==> src/rtl/ppm_pkg.sv <==
`default_nettype none
package ppm_pkg;

  // default sizing, handed to the top level parameters
  localparam int DIM_BITS_DEF   = 16;
  localparam int MAX_DIGITS_DEF = 3;

  // header number accumulator, saturating
  localparam int            ACC_W   = 17;
  localparam logic [ACC_W-1:0] ACC_MAX = {ACC_W{1'b1}};

  // largest legal max value
  localparam logic [ACC_W-1:0] MAXVAL_LIMIT = ACC_W'(255);

  // characters of interest
  localparam logic [7:0] CH_P    = 8'h50;
  localparam logic [7:0] CH_3    = 8'h33;
  localparam logic [7:0] CH_6    = 8'h36;
  localparam logic [7:0] CH_HASH = 8'h23;
  localparam logic [7:0] CH_LF   = 8'h0a;
  localparam logic [7:0] CH_0    = 8'h30;
  localparam logic [7:0] CH_9    = 8'h39;

  // parser phases
  typedef enum logic [8:0] {
    PH_MAGIC_P = 9'b000000001,
    PH_MAGIC_N = 9'b000000010,
    PH_SEP     = 9'b000000100,
    PH_SKIP    = 9'b000001000,
    PH_COMMENT = 9'b000010000,
    PH_NUMBER  = 9'b000100000,
    PH_P6      = 9'b001000000,
    PH_P3      = 9'b010000000,
    PH_HALT    = 9'b100000000
  } phase_t;

  // result kinds
  typedef enum logic [1:0] {
    KIND_HEADER = 2'd0,
    KIND_PIXEL  = 2'd1,
    KIND_DONE   = 2'd2,
    KIND_ERROR  = 2'd3
  } kind_t;

  // error codes
  typedef enum logic [3:0] {
    ERR_BAD_MAGIC  = 4'd0,
    ERR_NO_SEP     = 4'd1,
    ERR_EARLY_END  = 4'd2,
    ERR_BAD_DIM    = 4'd3,
    ERR_MAX_RANGE  = 4'd4,
    ERR_PIX_RANGE  = 4'd5,
    ERR_MISSING    = 4'd6,
    ERR_EXTRA      = 4'd7,
    ERR_BAD_TOKEN  = 4'd8
  } err_t;

  // one input item
  typedef struct packed {
    logic [7:0] data_byte;
    logic       is_end;
  } item_t;

  // one result item
  typedef struct packed {
    kind_t       kind;
    logic [7:0]  red;
    logic [7:0]  green;
    logic [7:0]  blue;
    logic [15:0] img_width;
    logic [15:0] img_height;
    logic [7:0]  max_value;
    logic        is_ascii;
    err_t        error_code;
  } res_t;

  function automatic logic is_ws(input logic [7:0] c);
    return (c == 8'd32) || (c == 8'd9) || (c == 8'd10) ||
           (c == 8'd11) || (c == 8'd12) || (c == 8'd13);
  endfunction

  function automatic logic is_digit(input logic [7:0] c);
    return (c >= CH_0) && (c <= CH_9);
  endfunction

  // acc * 10 + d, saturating at the accumulator's top
  function automatic logic [ACC_W-1:0] acc_push(input logic [ACC_W-1:0] acc,
                                                input logic [3:0] d);
    logic [ACC_W+3:0] v;
    v = ((ACC_W+4)'(acc) << 3) + ((ACC_W+4)'(acc) << 1) + (ACC_W+4)'(d);
    return (v > (ACC_W+4)'(ACC_MAX)) ? ACC_MAX : v[ACC_W-1:0];
  endfunction

endpackage
`default_nettype wire

==> src/rtl/ppm_stream_parser.sv <==
// ppm stream parser: one byte or end event per transfer, at most one result each
// an input transfer reaches out_valid through the input register, then the result register
// throughput: one item per cycle while the result side keeps taking transfers
// a full result register stalls the input register, which then drops in_ready
// reset: rst_n synchronous active low; parser returns to waiting for the magic,
// header registers clear, both stages empty
`default_nettype none
module ppm_stream_parser #(
  parameter int DIM_BITS   = ppm_pkg::DIM_BITS_DEF,
  parameter int MAX_DIGITS = ppm_pkg::MAX_DIGITS_DEF
) (
  input  wire logic        clk,
  input  wire logic        rst_n,
  input  wire logic        in_valid,
  output logic             in_ready,
  input  wire logic [7:0]  in_data_byte,
  input  wire logic        in_is_end,
  output logic             out_valid,
  input  wire logic        out_ready,
  output logic [1:0]       out_kind,
  output logic [7:0]       out_red,
  output logic [7:0]       out_green,
  output logic [7:0]       out_blue,
  output logic [15:0]      out_img_width,
  output logic [15:0]      out_img_height,
  output logic [7:0]       out_max_value,
  output logic             out_is_ascii,
  output logic [3:0]       out_error_code
);
  import ppm_pkg::*;

  item_t in_item;
  item_t item_r;
  logic  item_vld_r;
  logic  step_en;
  logic  res_vld;
  res_t  res;
  res_t  res_r;

  assign in_item.data_byte = in_data_byte;
  assign in_item.is_end    = in_is_end;

  // held item advances when the result register can take a result
  assign step_en = item_vld_r && (!out_valid || out_ready);

  ppm_in_stage u_in (
    .clk      (clk),
    .rst_n    (rst_n),
    .in_valid (in_valid),
    .in_ready (in_ready),
    .in_item  (in_item),
    .take     (step_en),
    .vld_r    (item_vld_r),
    .item_r   (item_r)
  );

  ppm_core #(
    .DIM_BITS   (DIM_BITS),
    .MAX_DIGITS (MAX_DIGITS)
  ) u_core (
    .clk     (clk),
    .rst_n   (rst_n),
    .step_en (step_en),
    .item    (item_r),
    .res_vld (res_vld),
    .res     (res)
  );

  ppm_out_stage u_out (
    .clk       (clk),
    .rst_n     (rst_n),
    .load      (res_vld),
    .res       (res),
    .out_valid (out_valid),
    .out_ready (out_ready),
    .res_r     (res_r)
  );

  // unpack result fields
  assign out_kind       = res_r.kind;
  assign out_red        = res_r.red;
  assign out_green      = res_r.green;
  assign out_blue       = res_r.blue;
  assign out_img_width  = res_r.img_width;
  assign out_img_height = res_r.img_height;
  assign out_max_value  = res_r.max_value;
  assign out_is_ascii   = res_r.is_ascii;
  assign out_error_code = res_r.error_code;

endmodule
`default_nettype wire

==> src/rtl/ppm_in_stage.sv <==
`default_nettype none
module ppm_in_stage (
  input  wire logic          clk,
  input  wire logic          rst_n,
  input  wire logic          in_valid,
  output logic               in_ready,
  input  wire ppm_pkg::item_t in_item,
  input  wire logic          take,
  output logic               vld_r,
  output ppm_pkg::item_t     item_r
);
  import ppm_pkg::*;

  // room when empty or when the held item moves on this cycle
  assign in_ready = !vld_r || take;

  // valid flag
  always_ff @(posedge clk) begin
    if (!rst_n) begin
      vld_r <= 1'b0;
    end else if (in_ready) begin
      vld_r <= in_valid;
    end
  end

  // payload capture on transfer
  always_ff @(posedge clk) begin
    if (in_valid && in_ready) begin
      item_r <= in_item;
    end
  end

endmodule
`default_nettype wire

==> src/rtl/ppm_core.sv <==
`default_nettype none
module ppm_core #(
  parameter int DIM_BITS   = ppm_pkg::DIM_BITS_DEF,
  parameter int MAX_DIGITS = ppm_pkg::MAX_DIGITS_DEF
) (
  input  wire logic           clk,
  input  wire logic           rst_n,
  input  wire logic           step_en,
  input  wire ppm_pkg::item_t item,
  output logic                res_vld,
  output ppm_pkg::res_t       res
);
  import ppm_pkg::*;

  localparam int PL_W = 2 * DIM_BITS;
  localparam int DC_W = $clog2(MAX_DIGITS + 1);
  localparam logic [ACC_W-1:0] DIM_MAX = ACC_W'((1 << DIM_BITS) - 1);

  phase_t              phase_r, phase_nxt;
  logic                ascii_r, ascii_nxt;
  logic [ACC_W-1:0]    acc_r, acc_nxt;
  logic [DC_W-1:0]     dcnt_r, dcnt_nxt;
  logic [DIM_BITS-1:0] width_r, width_nxt;
  logic [DIM_BITS-1:0] height_r, height_nxt;
  logic [7:0]          maxval_r, maxval_nxt;
  logic [1:0]          comp_r, comp_nxt;
  logic [7:0]          red_r, red_nxt;
  logic [7:0]          green_r, green_nxt;
  logic [PL_W-1:0]     left_r, left_nxt;

  logic [7:0]       c;
  logic [3:0]       dig;
  logic             take;
  logic [ACC_W-1:0] take_val;
  logic             emit;
  kind_t            kind;
  err_t             err;
  logic [7:0]       pix_b;
  logic [PL_W-1:0]  area;

  assign c    = item.data_byte;
  assign dig  = 4'(c - CH_0);
  assign area = PL_W'(width_r) * PL_W'(height_r);

  // one parse step
  always_comb begin
    phase_nxt  = phase_r;
    ascii_nxt  = ascii_r;
    acc_nxt    = acc_r;
    dcnt_nxt   = dcnt_r;
    width_nxt  = width_r;
    height_nxt = height_r;
    maxval_nxt = maxval_r;
    comp_nxt   = comp_r;
    red_nxt    = red_r;
    green_nxt  = green_r;
    left_nxt   = left_r;
    take       = 1'b0;
    take_val   = '0;
    emit       = 1'b0;
    kind       = KIND_HEADER;
    err        = ERR_BAD_MAGIC;
    pix_b      = '0;

    if (phase_r == PH_HALT) begin
      emit = 1'b0;
    end else if (item.is_end) begin
      // end of stream
      emit      = 1'b1;
      phase_nxt = PH_HALT;
      if (phase_r == PH_P6 || phase_r == PH_P3) begin
        if (left_r == '0 && dcnt_r == '0) begin
          kind = KIND_DONE;
        end else begin
          kind = KIND_ERROR;
          err  = ERR_MISSING;
        end
      end else begin
        kind = KIND_ERROR;
        err  = ERR_EARLY_END;
      end
    end else begin
      case (phase_r)
        PH_MAGIC_P: begin
          if (c != CH_P) begin
            emit = 1'b1; kind = KIND_ERROR; err = ERR_BAD_MAGIC; phase_nxt = PH_HALT;
          end else begin
            phase_nxt = PH_MAGIC_N;
          end
        end
        PH_MAGIC_N: begin
          if (c == CH_3) begin
            ascii_nxt = 1'b1;
            phase_nxt = PH_SEP;
          end else if (c == CH_6) begin
            ascii_nxt = 1'b0;
            phase_nxt = PH_SEP;
          end else begin
            emit = 1'b1; kind = KIND_ERROR; err = ERR_BAD_MAGIC; phase_nxt = PH_HALT;
          end
        end
        PH_SEP: begin
          if (!is_ws(c)) begin
            emit = 1'b1; kind = KIND_ERROR; err = ERR_NO_SEP; phase_nxt = PH_HALT;
          end else begin
            comp_nxt  = 2'd0;
            phase_nxt = PH_SKIP;
          end
        end
        PH_SKIP: begin
          if (is_ws(c)) begin
            phase_nxt = PH_SKIP;
          end else if (c == CH_HASH) begin
            phase_nxt = PH_COMMENT;
          end else if (is_digit(c)) begin
            acc_nxt   = ACC_W'(dig);
            phase_nxt = PH_NUMBER;
          end else begin
            emit      = 1'b1;
            kind      = KIND_ERROR;
            err       = (comp_r == 2'd2) ? ERR_MAX_RANGE : ERR_BAD_DIM;
            phase_nxt = PH_HALT;
          end
        end
        PH_COMMENT: begin
          if (c == CH_LF) begin
            phase_nxt = PH_SKIP;
          end
        end
        PH_NUMBER: begin
          if (is_digit(c)) begin
            acc_nxt = acc_push(acc_r, dig);
          end else if (!is_ws(c)) begin
            emit = 1'b1; kind = KIND_ERROR; err = ERR_NO_SEP; phase_nxt = PH_HALT;
          end else begin
            // header number complete
            acc_nxt = '0;
            if (comp_r == 2'd0) begin
              if (acc_r == '0 || acc_r > DIM_MAX) begin
                emit = 1'b1; kind = KIND_ERROR; err = ERR_BAD_DIM; phase_nxt = PH_HALT;
              end else begin
                width_nxt = acc_r[DIM_BITS-1:0];
                comp_nxt  = 2'd1;
                phase_nxt = PH_SKIP;
              end
            end else if (comp_r == 2'd1) begin
              if (acc_r > DIM_MAX) begin
                emit = 1'b1; kind = KIND_ERROR; err = ERR_BAD_DIM; phase_nxt = PH_HALT;
              end else begin
                height_nxt = acc_r[DIM_BITS-1:0];
                comp_nxt   = 2'd2;
                phase_nxt  = PH_SKIP;
              end
            end else begin
              if (acc_r > MAXVAL_LIMIT) begin
                emit = 1'b1; kind = KIND_ERROR; err = ERR_MAX_RANGE; phase_nxt = PH_HALT;
              end else begin
                maxval_nxt = acc_r[7:0];
                comp_nxt   = 2'd0;
                dcnt_nxt   = '0;
                left_nxt   = area;
                phase_nxt  = ascii_r ? PH_P3 : PH_P6;
                emit       = 1'b1;
                kind       = KIND_HEADER;
              end
            end
          end
        end
        PH_P6: begin
          if (left_r == '0) begin
            emit = 1'b1; kind = KIND_ERROR; err = ERR_EXTRA; phase_nxt = PH_HALT;
          end else begin
            take     = 1'b1;
            take_val = ACC_W'(c);
          end
        end
        PH_P3: begin
          if (is_ws(c)) begin
            if (dcnt_r != '0) begin
              dcnt_nxt = '0;
              acc_nxt  = '0;
              take     = 1'b1;
              take_val = acc_r;
            end
          end else if (dcnt_r == '0 && left_r == '0) begin
            emit = 1'b1; kind = KIND_ERROR; err = ERR_EXTRA; phase_nxt = PH_HALT;
          end else if (!is_digit(c) || dcnt_r >= DC_W'(MAX_DIGITS)) begin
            emit = 1'b1; kind = KIND_ERROR; err = ERR_BAD_TOKEN; phase_nxt = PH_HALT;
          end else begin
            acc_nxt  = acc_push(acc_r, dig);
            dcnt_nxt = dcnt_r + DC_W'(1);
          end
        end
        default: begin
          phase_nxt = PH_HALT;
        end
      endcase
    end

    // one color component accepted
    if (take) begin
      if (take_val > ACC_W'(maxval_r)) begin
        emit = 1'b1; kind = KIND_ERROR; err = ERR_PIX_RANGE; phase_nxt = PH_HALT;
      end else if (comp_r == 2'd0) begin
        red_nxt  = take_val[7:0];
        comp_nxt = 2'd1;
      end else if (comp_r == 2'd1) begin
        green_nxt = take_val[7:0];
        comp_nxt  = 2'd2;
      end else begin
        comp_nxt = 2'd0;
        left_nxt = left_r - PL_W'(1);
        emit     = 1'b1;
        kind     = KIND_PIXEL;
        pix_b    = take_val[7:0];
      end
    end
  end

  // result fields carry the updated header registers
  always_comb begin
    res_vld          = step_en && emit;
    res.kind         = kind;
    res.red          = (kind == KIND_PIXEL) ? red_r   : 8'd0;
    res.green        = (kind == KIND_PIXEL) ? green_r : 8'd0;
    res.blue         = pix_b;
    res.img_width    = 16'(width_nxt);
    res.img_height   = 16'(height_nxt);
    res.max_value    = maxval_nxt;
    res.is_ascii     = ascii_nxt;
    res.error_code   = (kind == KIND_ERROR) ? err : ERR_BAD_MAGIC;
  end

  // parser state
  always_ff @(posedge clk) begin
    if (!rst_n) begin
      phase_r  <= PH_MAGIC_P;
      ascii_r  <= 1'b0;
      acc_r    <= '0;
      dcnt_r   <= '0;
      width_r  <= '0;
      height_r <= '0;
      maxval_r <= '0;
      comp_r   <= '0;
      red_r    <= '0;
      green_r  <= '0;
      left_r   <= '0;
    end else if (step_en) begin
      phase_r  <= phase_nxt;
      ascii_r  <= ascii_nxt;
      acc_r    <= acc_nxt;
      dcnt_r   <= dcnt_nxt;
      width_r  <= width_nxt;
      height_r <= height_nxt;
      maxval_r <= maxval_nxt;
      comp_r   <= comp_nxt;
      red_r    <= red_nxt;
      green_r  <= green_nxt;
      left_r   <= left_nxt;
    end
  end

endmodule
`default_nettype wire

==> src/rtl/ppm_out_stage.sv <==
`default_nettype none
module ppm_out_stage (
  input  wire logic          clk,
  input  wire logic          rst_n,
  input  wire logic          load,
  input  wire ppm_pkg::res_t res,
  output logic               out_valid,
  input  wire logic          out_ready,
  output ppm_pkg::res_t      res_r
);
  import ppm_pkg::*;

  // valid flag: set on load, cleared on transfer
  always_ff @(posedge clk) begin
    if (!rst_n) begin
      out_valid <= 1'b0;
    end else if (load) begin
      out_valid <= 1'b1;
    end else if (out_ready) begin
      out_valid <= 1'b0;
    end
  end

  // result payload
  always_ff @(posedge clk) begin
    if (load) begin
      res_r <= res;
    end
  end

endmodule
`default_nettype wire

==> config.mk <==
export PLATFORM = sky130hd
export DESIGN_NAME = ppm_stream_parser
export DESIGN_NICKNAME = d
export VERILOG_FILES = /design/src/rtl/ppm_pkg.sv /design/src/rtl/ppm_stream_parser.sv /design/src/rtl/ppm_in_stage.sv /design/src/rtl/ppm_core.sv /design/src/rtl/ppm_out_stage.sv
export SDC_FILE = /design/constraint.sdc
export NUM_CORES = 1
export LEC_CHECK = 0
export BUFFER_PORTS_ARGS = -buffer_cell sky130_fd_sc_hd__buf_2
export CAP_MARGIN = 20
export CORE_MARGIN = 2
export CORE_UTILIZATION = 40
export CTS_CLUSTER_DIAMETER = 30
export CTS_CLUSTER_SIZE = 30
export DETAILED_ROUTE_END_ITERATION = 10
export SYNTH_ARGS = -nofsm -noshare
export SYNTH_HDL_FRONTEND = slang
export SYNTH_HIERARCHICAL = 1
export SYNTH_SLANG_ARGS = --single-unit
==> constraint.sdc <==
create_clock -name clk -period 7.61 [get_ports clk]
set_input_delay 1.1415 -clock clk [delete_from_list [all_inputs] [get_ports clk]]
set_output_delay 1.1415 -clock clk [all_outputs]
set_load 0.01 [all_outputs]
### Word level (Yosys, flattened, before mapping)

Cells that the tools add are included.

* flip-flop bits (word level): 201
* output and inout bits: 73
* word-level logic and storage cells: 297

* add/subtract/negate cells: 5
* multipliers: 1
* order comparisons: 7
* eq/ne operators: 35
* multiplexer cells: 189
* bitwise gates (word level): 5
* reductions and logical operators: 31

Operators by type and width (number)
* $mux W32: 12
* $mux W16: 15
* $mux W17: 14
* $mux W9: 23
* $mux W2: 49
* $mux W8: 10
* $pmux W9 S8: 1
* $mux W4: 14
* $pmux W17 S3: 1
* $eq A8 B4 Y1 const B: 5
* $mux W1: 38
* $pmux W17 S2: 1
* $eq A8 B6 Y1 const B: 4
* $logic_not A32 Y1: 1
* $mul A16 B16 Y32: 1
* $sub A32 B1 Y32 const B: 1
* $add A20 B18 Y21: 1
* $add A21 B4 Y21: 1
* $gt A21 B17 Y1 const B: 1
* $pmux W4 S5: 1
* $gt A17 B16 Y1 const B: 1
* $gt A17 B8 Y1: 1
* $gt A17 B8 Y1 const B: 1
* $logic_not A17 Y1: 1
* other kinds (38): 75

### Longest topological paths before layout

Gate-level depths: netlist of the first run.

* depth after elaboration: 17
* depth in mapped cells: 25

### Modules after synthesis

Netlist of the first run, hierarchy kept.

Modules (own cells, without submodules)
* ppm_core: times used 1, cells each 2118, area each 17028.8 µm², sequential area each 2382.3 µm²
* ppm_out_stage: times used 1, cells each 74, area each 2173.3 µm², sequential area each 2152.1 µm²
* ppm_in_stage: times used 1, cells each 14, area each 327.8 µm², sequential area each 290.3 µm²
* ppm_stream_parser: times used 1, cells each 2, area each 11.3 µm², sequential area each 0.0 µm²

### Least setup slack after synthesis of the first run

OpenSTA, ideal clock, no wires.

* path type: flip-flop to flip-flop
* from: register u_core.left_r[0]
* to: register u_out/res_r[0] (netlist name)
* arrival: 6458 ps
* data required time: 7085 ps
* slack: 627 ps
* stages on the path, launching flop included: 17
* period minus slack after synthesis: 6983 ps
* cells stage by stage: dfxtp_1 -> inv_1 -> ha_1 -> nor4b_1 -> and4_1 -> a311oi_1 -> clkbuf_1 -> a22oi_1 -> nor2_1 -> ha_1 -> and4_1 -> a21oi_1 -> o21ai_0 -> o211a_4 -> nor2_1 -> a31oi_1 -> a21oi_1

* elaborated cells between the ends (all ways): 22
* classes of those cells: order compare: 1; mux: 18; reduce/logical: 3

RTL lines
* start, declared: line ppm_core.sv:29 `logic [PL_W-1:0] left_r, left_nxt;`
* start signal, assigned: line ppm_core.sv:259 `left_r <= left_nxt;`
* $logic_not A32 Y1: line ppm_core.sv:170 `if (left_r == '0) begin`
* $mux W8: line ppm_core.sv:170
* $pmux W17 S2: line ppm_core.sv:83 `case (phase_r)`
* $mux W17: line ppm_core.sv:67 `end else if (item.is_end) begin`
* $mux W17: line ppm_core.sv:65 `if (phase_r == PH_HALT) begin`
* net u_core.take_val[1]: line ppm_core.sv:34 `logic [ACC_W-1:0] take_val;`
* $gt A17 B8 Y1: line ppm_core.sv:202 `if (take_val > ACC_W'(maxval_r)) begin`
* $mux W1: line ppm_core.sv:202
* $mux W1: line ppm_core.sv:201 `if (take) begin`
* $logic_and A1 B1 Y1: line ppm_core.sv:222 `res_vld = step_en && emit;`
* net res_vld: line ppm_stream_parser.sv:36 `logic res_vld;`

The timed path passes the listed nets, and every way through them passes these cells.
A chain may end at the register's enable or synchronous reset.

### Worst setup path after layout of the first run

* from: register u_core.width_r[12]
* to: register u_core.left_r[25]

* longest elaborated chain between the ends: 13

RTL lines
* start, declared: line ppm_core.sv:23 `logic [DIM_BITS-1:0] width_r, width_nxt;`
* start signal, assigned: line ppm_core.sv:253 `width_r <= width_nxt;`
* $mul A16 B16 Y32 (*): line ppm_core.sv:43 `assign area = PL_W'(width_r) * PL_W'(height_r);`
* $mux W32 (*): line ppm_core.sv:155 `if (acc_r > MAXVAL_LIMIT) begin`
* $mux W32 (*): line ppm_core.sv:146 `end else if (comp_r == 2'd1) begin`
* $mux W32 (*): line ppm_core.sv:138 `if (comp_r == 2'd0) begin`
* $mux W32 (*): line ppm_core.sv:133 `end else if (!is_ws(c)) begin`
* $mux W32 (*): line ppm_core.sv:131 `if (is_digit(c)) begin`
* $mux W32 (*): line ppm_core.sv:83
* $mux W32 (*): line ppm_core.sv:67
* $mux W32 (*): line ppm_core.sv:65
* $mux W32: line ppm_core.sv:207 `end else if (comp_r == 2'd1) begin`
* $mux W32: line ppm_core.sv:204 `end else if (comp_r == 2'd0) begin`
* $mux W32: line ppm_core.sv:202
* $mux W32 (*): line ppm_core.sv:201

Mark *: on every way between the ends. The rest lies on a longest branch, timed or not.

==> flow_metrics.py, run 1 <==
metrics = {
    "outcome": {
        "outcome": "completed",
    },
    "die": {
        "core_area_um2": 47900,
        "floorplan.die.width_um": 225,
        "ios": 86,
        "initial_utilization_pct": 40.8,
        "rows": 80,
        "die_h_um": 225,
        "die-area_um2": 50600,
    },
    "worst_setup_path": {
        "critical_path_class": "flip-flop to flip-flop",
        "critPathArrivalTime_ns": 7.12,
        "critPathCaptureType": "flip-flop",
        "crit_path_start_kind": "flip-flop",
        "path_max_fanout": 18,
        "cp.required_ns": 8.01,
        "crit_path_start": "u_core/width_r[12]",
        "timing.rr.start": "u_core/width_r[12]",
    },
    "cts": {
        "clk_pin_slew_ns": 0.05,
        "clock_path_buffers": 3,
        "clock_sinks": 201,
        "postCtsSetupRepairBufs": 0,
        "insertion_delay_ns": 0.58,
        "tritoncts": "built",
        "ctsHoldBuffers": 0,
        "numCtsBuffers": 49,
        "cts-root-buf": "clkbuf_16",
        "cts_max_level": 2,
        "ctsResizeCount": 0,
    },
    "grt": {
        "grt_pass1_wl_mm": 87.9,
        "grt_max_degree": 72,
        "grt_pass1_vias": 16300,
        "gr-total-overflow": 0,
        "grt_antenna_before_repair": 1,
        "grtUsageMet3_pct": 3.38,
        "busiest_layer": "met2",
        "met2_usage_pct": 36.5,
        "use_met1_pct": 29.4,
        "grtUsageTotal_pct": 22.1,
    },
    "logic_synthesis": {
        "ys_types": 97,
        "synth-edff-count": 80,
        "avgSynthCellArea_um2": 8.85,
        "synth_ff_type": "dfxtp_1",
        "syn_area_um2": 19500,
        "ys_seq_elements": 201,
        "synth_top_area_share_pct": 20.1,
        "yosysMostFrequentCell": "nand2_1",
        "netlist_top_cells_area": "fa_1, dfxtp_1, edfxtp_1",
        "synthCells": 2208,
        "synth-seq-area-share_pct": 24.7,
        "synth_warnings": 6,
        "syn-num-nets": 2566,
        "ys_top_cells_by_count": "nand2_1, inv_1, fa_1, nor2_1, ha_1",
        "synth_top_cell_by_area": "fa_1",
        "asyncSetResetFlopFracSynth_pct": 0,
    },
    "worst_hold_path": {
        "hp-class": "flip-flop to flip-flop",
        "hold_start": "u_core/red_r[5]",
    },
    "final_layout": {
        "fin_nets": 2606,
        "final_cell_area_um2": 22100,
        "regArea_um2": 4820,
        "postLayoutCoreUtil_pct": 46.1,
        "drive_above_1_share_pct": 11.8,
        "n_antenna_cell": 0,
        "multi_input_area_um2": 13300,
        "fillCellCount": 4584,
        "area_growth_syn_to_layout_pct": 13.1,
    },
    "sta": {
        "slew_violations": 0,
        "fin_crit_sh_pct": 88.3,
        "rsz0062_at_grt": "false",
        "worstMarginPinSlew_ns": 1.00,
        "setup_viol": 0,
        "relSlewSlack_pct": 33.1,
        "fin_crit_ns": 6.72,
        "fmax_mhz": 149,
        "tns_ns": 0,
        "hold_violations": 0,
        "finClkSkew_ns": 0.0336,
    },
    "power_and_ir_drop": {
        "ir_drop_v": 0.000169,
        "p_leak_nw": 9.82,
        "power_density_nw_per_um2": 162,
    },
    "flow_run": {
        "cap_violations": 0,
    },
    "detailed_routing": {
        "first_pass_iters": 5,
        "final_antenna_net_count": 0,
        "drcViolationCount": 0,
        "drt_iter0_markers": 1086,
        "avgViaCountPerCell": 5.51,
        "vias": 16000,
        "wire_per_inst_um": 18.8,
        "routed_wl_mm": 54.5,
    },
    "place": {
        "port_buffers": 85,
        "place.gp.congestion": 0.897,
        "place_hpwl_mm": 40.7,
        "place_area_um2": 20400,
    },
}
-- worst paths after layout --
kind              cells after the start  slack, ns                 to
hold / removal                        2       0.48    u_core/red_r[5]
setup reg to reg                     20       0.89  u_core/left_r[25]
hold reg to reg                       2       0.48    u_core/red_r[5]
setup / recovery                     20       0.89  u_core/left_r[25]
-- state kept, by name, summed over array words and instances, names as in the netlist --
signal           cells
u_core/dcnt_r        2
u_core/green_r       8
u_core/height_r     16
u_out/res_r         71
u_core/ascii_r       1
u_core/left_r       32
u_core/red_r         8
u_core/width_r      16
u_in/vld_r           1
u_core/acc_r        17
u_out/out_valid      1
u_core/comp_r        2
u_core/phase_r       9
u_in/item_r          9
u_core/maxval_r      8
-- metrics by stage --
step | worst slack [ns] | cells | hold WS, ns | total power, mW
after floorplan | 0.627 | 2208 | 0.446 | 1.39
after global placement | 1.04 | 2811 | 0.467 | 1.48
after detailed placement | 0.928 | 2812 | 0.474 | 1.49
after CTS | 0.895 | 2901 | 0.488 | 3.62
after global routing | 0.472 | 2901 | 0.523 | 3.70
final | 0.891 | 2901 | 0.479 | 3.58
-- cells in the final DEF, fill, tap and decap left out, drive strengths merged, types with 8 or more instances in the layout --
cell and instances:
inv 274, a22oi 9, nor2b 14, dfxtp 121
and4 8, nor2 161, nand2b 26, a31oi 13
nand4 15, or3 12, buf 106, mux2 34
mux2i 14, nor4 15, nor3 69, clkbuf 55
xor2 12, o21a 14, a21o 20, o21ai 104
xnor2 20, a21oi 122, fa 196, nand2 284
a211oi 12, and2 135, edfxtp 80, o211a 10
nand3 42, clkinv 11, or4 11, ha 149
-- kinds of logic after synthesis --
| logic type | synth area share (%) |
|---|---|
| AOI/OAI and AO/OA | 12.5 |
| xor gates and xnor gates | 1.43 |
| adders and majority gates | 29.6 |
| buffers and inverters | 7.57 |
| DFF | 24.7 |
| muxes | 2.87 |
| and+or+nand+nor | 21.3 |
-- area by class of cell --
type                       instances  share of cell area [%]
tap                              615                    3.48
clock inverter                    34                    1.85
clock buffer                      55                    5.74
sequential                       201                    21.8
inverter                         262                    4.45
multi-input combinational       1628                    60.0
timing repair buffer             106                    2.66
-- critical path: stages, from the launching register on --
cell	delay [ns]
dfxtp_1	0.88
nand2_1	0.19
fa_1	0.54
fa_1	0.46
fa_1	0.55
inv_1	0.06
fa_1	0.51
fa_1	0.50
inv_1	0.05
fa_1	0.48
inv_1	0.04
ha_1	0.33
a21oi_1	0.18
nor2_1	0.07
a211oi_1	0.34
nand2b_1	0.16
a41o_1	0.28
a2111oi_0	0.60
nor3_1	0.08
o21ai_0	0.18
a21oi_1	0.08
-- power breakdown --
group          total [mW]  switching, mW  internal [mW]
clock network        2.11          0.696           1.41
logic               0.236          0.159         0.0775
registers            1.24         0.0624           1.17
total                3.58          0.917           2.67
-- per-layer routing --
metal  vias up  share of wire (%)
met3        96                5.3
met5         -                  0
li1       7507                  -
met1      7941                 45
met4         0                3.1
met2       431                 47
Power figures use the tool's default switching activity.
==> run 2: changes to the inputs <==
--- a/config.mk
+++ b/config.mk
@@ -5,13 +5,13 @@
 export SDC_FILE = /design/constraint.sdc
 export NUM_CORES = 1
 export LEC_CHECK = 0
-export BUFFER_PORTS_ARGS = -buffer_cell sky130_fd_sc_hd__buf_2
 export CAP_MARGIN = 20
 export CORE_MARGIN = 2
 export CORE_UTILIZATION = 40
 export CTS_CLUSTER_DIAMETER = 30
 export CTS_CLUSTER_SIZE = 30
 export DETAILED_ROUTE_END_ITERATION = 10
+export DONT_BUFFER_PORTS = 1
 export SYNTH_ARGS = -nofsm -noshare
 export SYNTH_HDL_FRONTEND = slang
 export SYNTH_HIERARCHICAL = 1
==> run 2 against run 1 <==
Against the previous run: maximum frequency fell by 1.2%; combinational power decreased by 22%; clock power fell by 4%; cell count down 2.9%; first-iteration DRC count is 11% lower; total power shrank 3.0%; non-clock buffer count is 83 lower; via count is 1.0% lower; cell area is 1.9% lower; sequential power is essentially flat; register-to-register slack worse by 0.08 ns; critical path type unchanged; critical endpoint unchanged; largest power group unchanged; highest routed layer unchanged.
==> flow_metrics.py, run 2 (same netlist as run 1, synthesis figures left out) <==
metrics = {
    "sta": {
        "fin_crit_sh_pct": 89.3,
        "fin_crit_ns": 6.80,
        "finClkSkew_ns": 0.0248,
        "hold_violations": 0,
        "slew_violations": 0,
        "tns_ns": 0,
        "setup_viol": 0,
        "fmax_mhz": 147,
        "worstMarginPinSlew_ns": 0.974,
        "finalHoldWorstSlack_ns": 0.485,
        "rsz0062_at_grt": "false",
        "relSlewSlack_pct": 35.0,
    },
    "final_layout": {
        "fillCellCount": 4557,
        "area_growth_syn_to_layout_pct": 10.9,
        "largest_register": "u_out/res_r",
        "drive_above_1_share_pct": 8.14,
        "final_common_cell": "nand2_1",
        "regArea_um2": 4820,
        "largest_register_ffs": 71,
        "top_regs": "u_out/res_r: 71 flops, u_core/left_r: 32 flops, u_core/acc_r: 17 flops",
        "layout_common_cells": "nand2_1, inv_1, fa_1",
        "fin_nets": 2520,
        "multi_input_area_um2": 13300,
    },
    "die": {
        "initial_utilization_pct": 40.8,
        "core_area_um2": 47900,
        "ios": 86,
        "floorplan.die.width_um": 225,
        "die_h_um": 225,
        "die-area_um2": 50600,
        "rows": 80,
    },
    "power_and_ir_drop": {
        "ir_drop_v": 0.000281,
        "p_leak_nw": 9.49,
        "power_density_nw_per_um2": 160,
        "power_mw": 3.48,
    },
    "cts": {
        "insertion_delay_ns": 0.58,
        "clock_path_buffers": 3,
        "postCtsSetupRepairBufs": 0,
        "ctsResizeCount": 0,
        "ctsHoldBuffers": 0,
        "numCtsBuffers": 46,
        "cts-root-buf": "clkbuf_16",
        "clock_sinks": 201,
        "clk_pin_slew_ns": 0.05,
        "tritoncts": "built",
        "cts_max_level": 2,
    },
    "detailed_routing": {
        "avgViaCountPerCell": 5.61,
        "final_antenna_net_count": 0,
        "routed_wl_mm": 54.3,
        "drt_iter0_markers": 970,
        "first_pass_iters": 6,
        "wire_per_inst_um": 19.3,
        "vias": 15800,
        "drcViolationCount": 0,
    },
    "worst_setup_path": {
        "critPathCaptureType": "flip-flop",
        "cp.required_ns": 8.01,
        "crit_path_start_kind": "flip-flop",
        "timing.rr.start": "u_core/width_r[11]",
        "critPathArrivalTime_ns": 7.20,
        "crit_path_start": "u_core/width_r[11]",
        "critical_path_class": "flip-flop to flip-flop",
        "path_max_fanout": 18,
    },
    "place": {
        "place.gp.congestion": 0.905,
        "port_buffers": 0,
        "place_hpwl_mm": 39.9,
    },
    "worst_hold_path": {
        "hp-class": "flip-flop to flip-flop",
        "hold_start": "u_core/green_r[1]",
    },
    "grt": {
        "grt_pass1_vias": 16300,
        "grtUsageTotal_pct": 22.1,
        "gr-total-overflow": 0,
        "grt_antenna_before_repair": 2,
        "grt_pass1_wl_mm": 88.3,
        "grt_max_degree": 71,
    },
    "flow_run": {
        "cap_violations": 0,
    },
    "outcome": {
        "outcome": "completed",
    },
}
-- run 2: cell types whose count changed in the layout (fill, tap and decap cells not counted), moves of 3 or more --
cell / previous run / this run
buf_2: 85 / 0
clkinv_2: 7 / 1
inv_6: 12 / 7
clkinv_4: 2 / 6
clkbuf_1: 4 / 7
clkbuf_16: 49 / 46
clkbuf_8: 2 / 5
clkinv_1: 0 / 3
clkinvlp_4: 5 / 2
-- run 2: routing by layer --
metal  global-route usage, %  part of all wire (%)  vias to the layer above  routed length (um)
met5                       0                     0                        -                   0
met3                    3.14                   5.5                       84                2980
met4                    7.33                   2.7                        0                1480
met2                    37.9                    48                      468               26300
li1                        -                     -                     7334                   -
met1                    28.8                    43                     7927               23500
-- run 2: layout make-up --
class | count | area share (%)
repair buffers | 23 | 1.02
clock buffers | 58 | 5.75
inverters | 262 | 4.54
well taps | 615 | 3.55
diodes | 2 | 0.0231
clock inverters | 28 | 1.67
flip-flops and latches | 201 | 22.3
multi-input cells | 1628 | 61.2
-- run 2: through the flow --
step,area (um^2),utilization (%),instances,setup WS (ns)
global route,21700,45.2,2815,0.529
finish,21700,45.2,2817,0.812
floorplan,19500,-,2208,0.627
detailed placement,20000,41.7,2726,0.835
global placement,20000,41.7,2726,1.03
CTS,21600,45.1,2812,0.831
-- run 2: path summary, 6_finish.rpt --
check | end | slack [ns] | cells after the start
worst max-delay path | u_core/left_r[25] | 0.81 | 20
worst min-delay path | u_core/green_r[1] | 0.48 | 2
worst max register to register | u_core/left_r[25] | 0.81 | 20
worst min register to register | u_core/green_r[1] | 0.48 | 2
-- run 2: where the power goes --
group / leakage, nW / internal [mW] / switching (mW)
Combinational: 7.00 / 0.0604 / 0.124
Sequential: 1.71 / 1.17 / 0.0841
Clock: 0.780 / 1.35 / 0.682
Total: 9.49 / 2.59 / 0.890
-- run 2: worst max-delay path, cell delays in order, from the launching register on --
cell and delay [ns]:
dfxtp_1 0.84, nand2_1 0.18, fa_1 0.56, fa_1 0.53
fa_1 0.53, inv_1 0.06, fa_1 0.50, fa_1 0.50
inv_1 0.05, fa_1 0.48, inv_1 0.04, ha_1 0.31
a21oi_1 0.15, o21ai_0 0.16, a211oi_1 0.38, nand2b_1 0.17
a41o_1 0.28, a2111oi_0 0.55, nor3_1 0.09, o21ai_0 0.19
a21oi_1 0.08
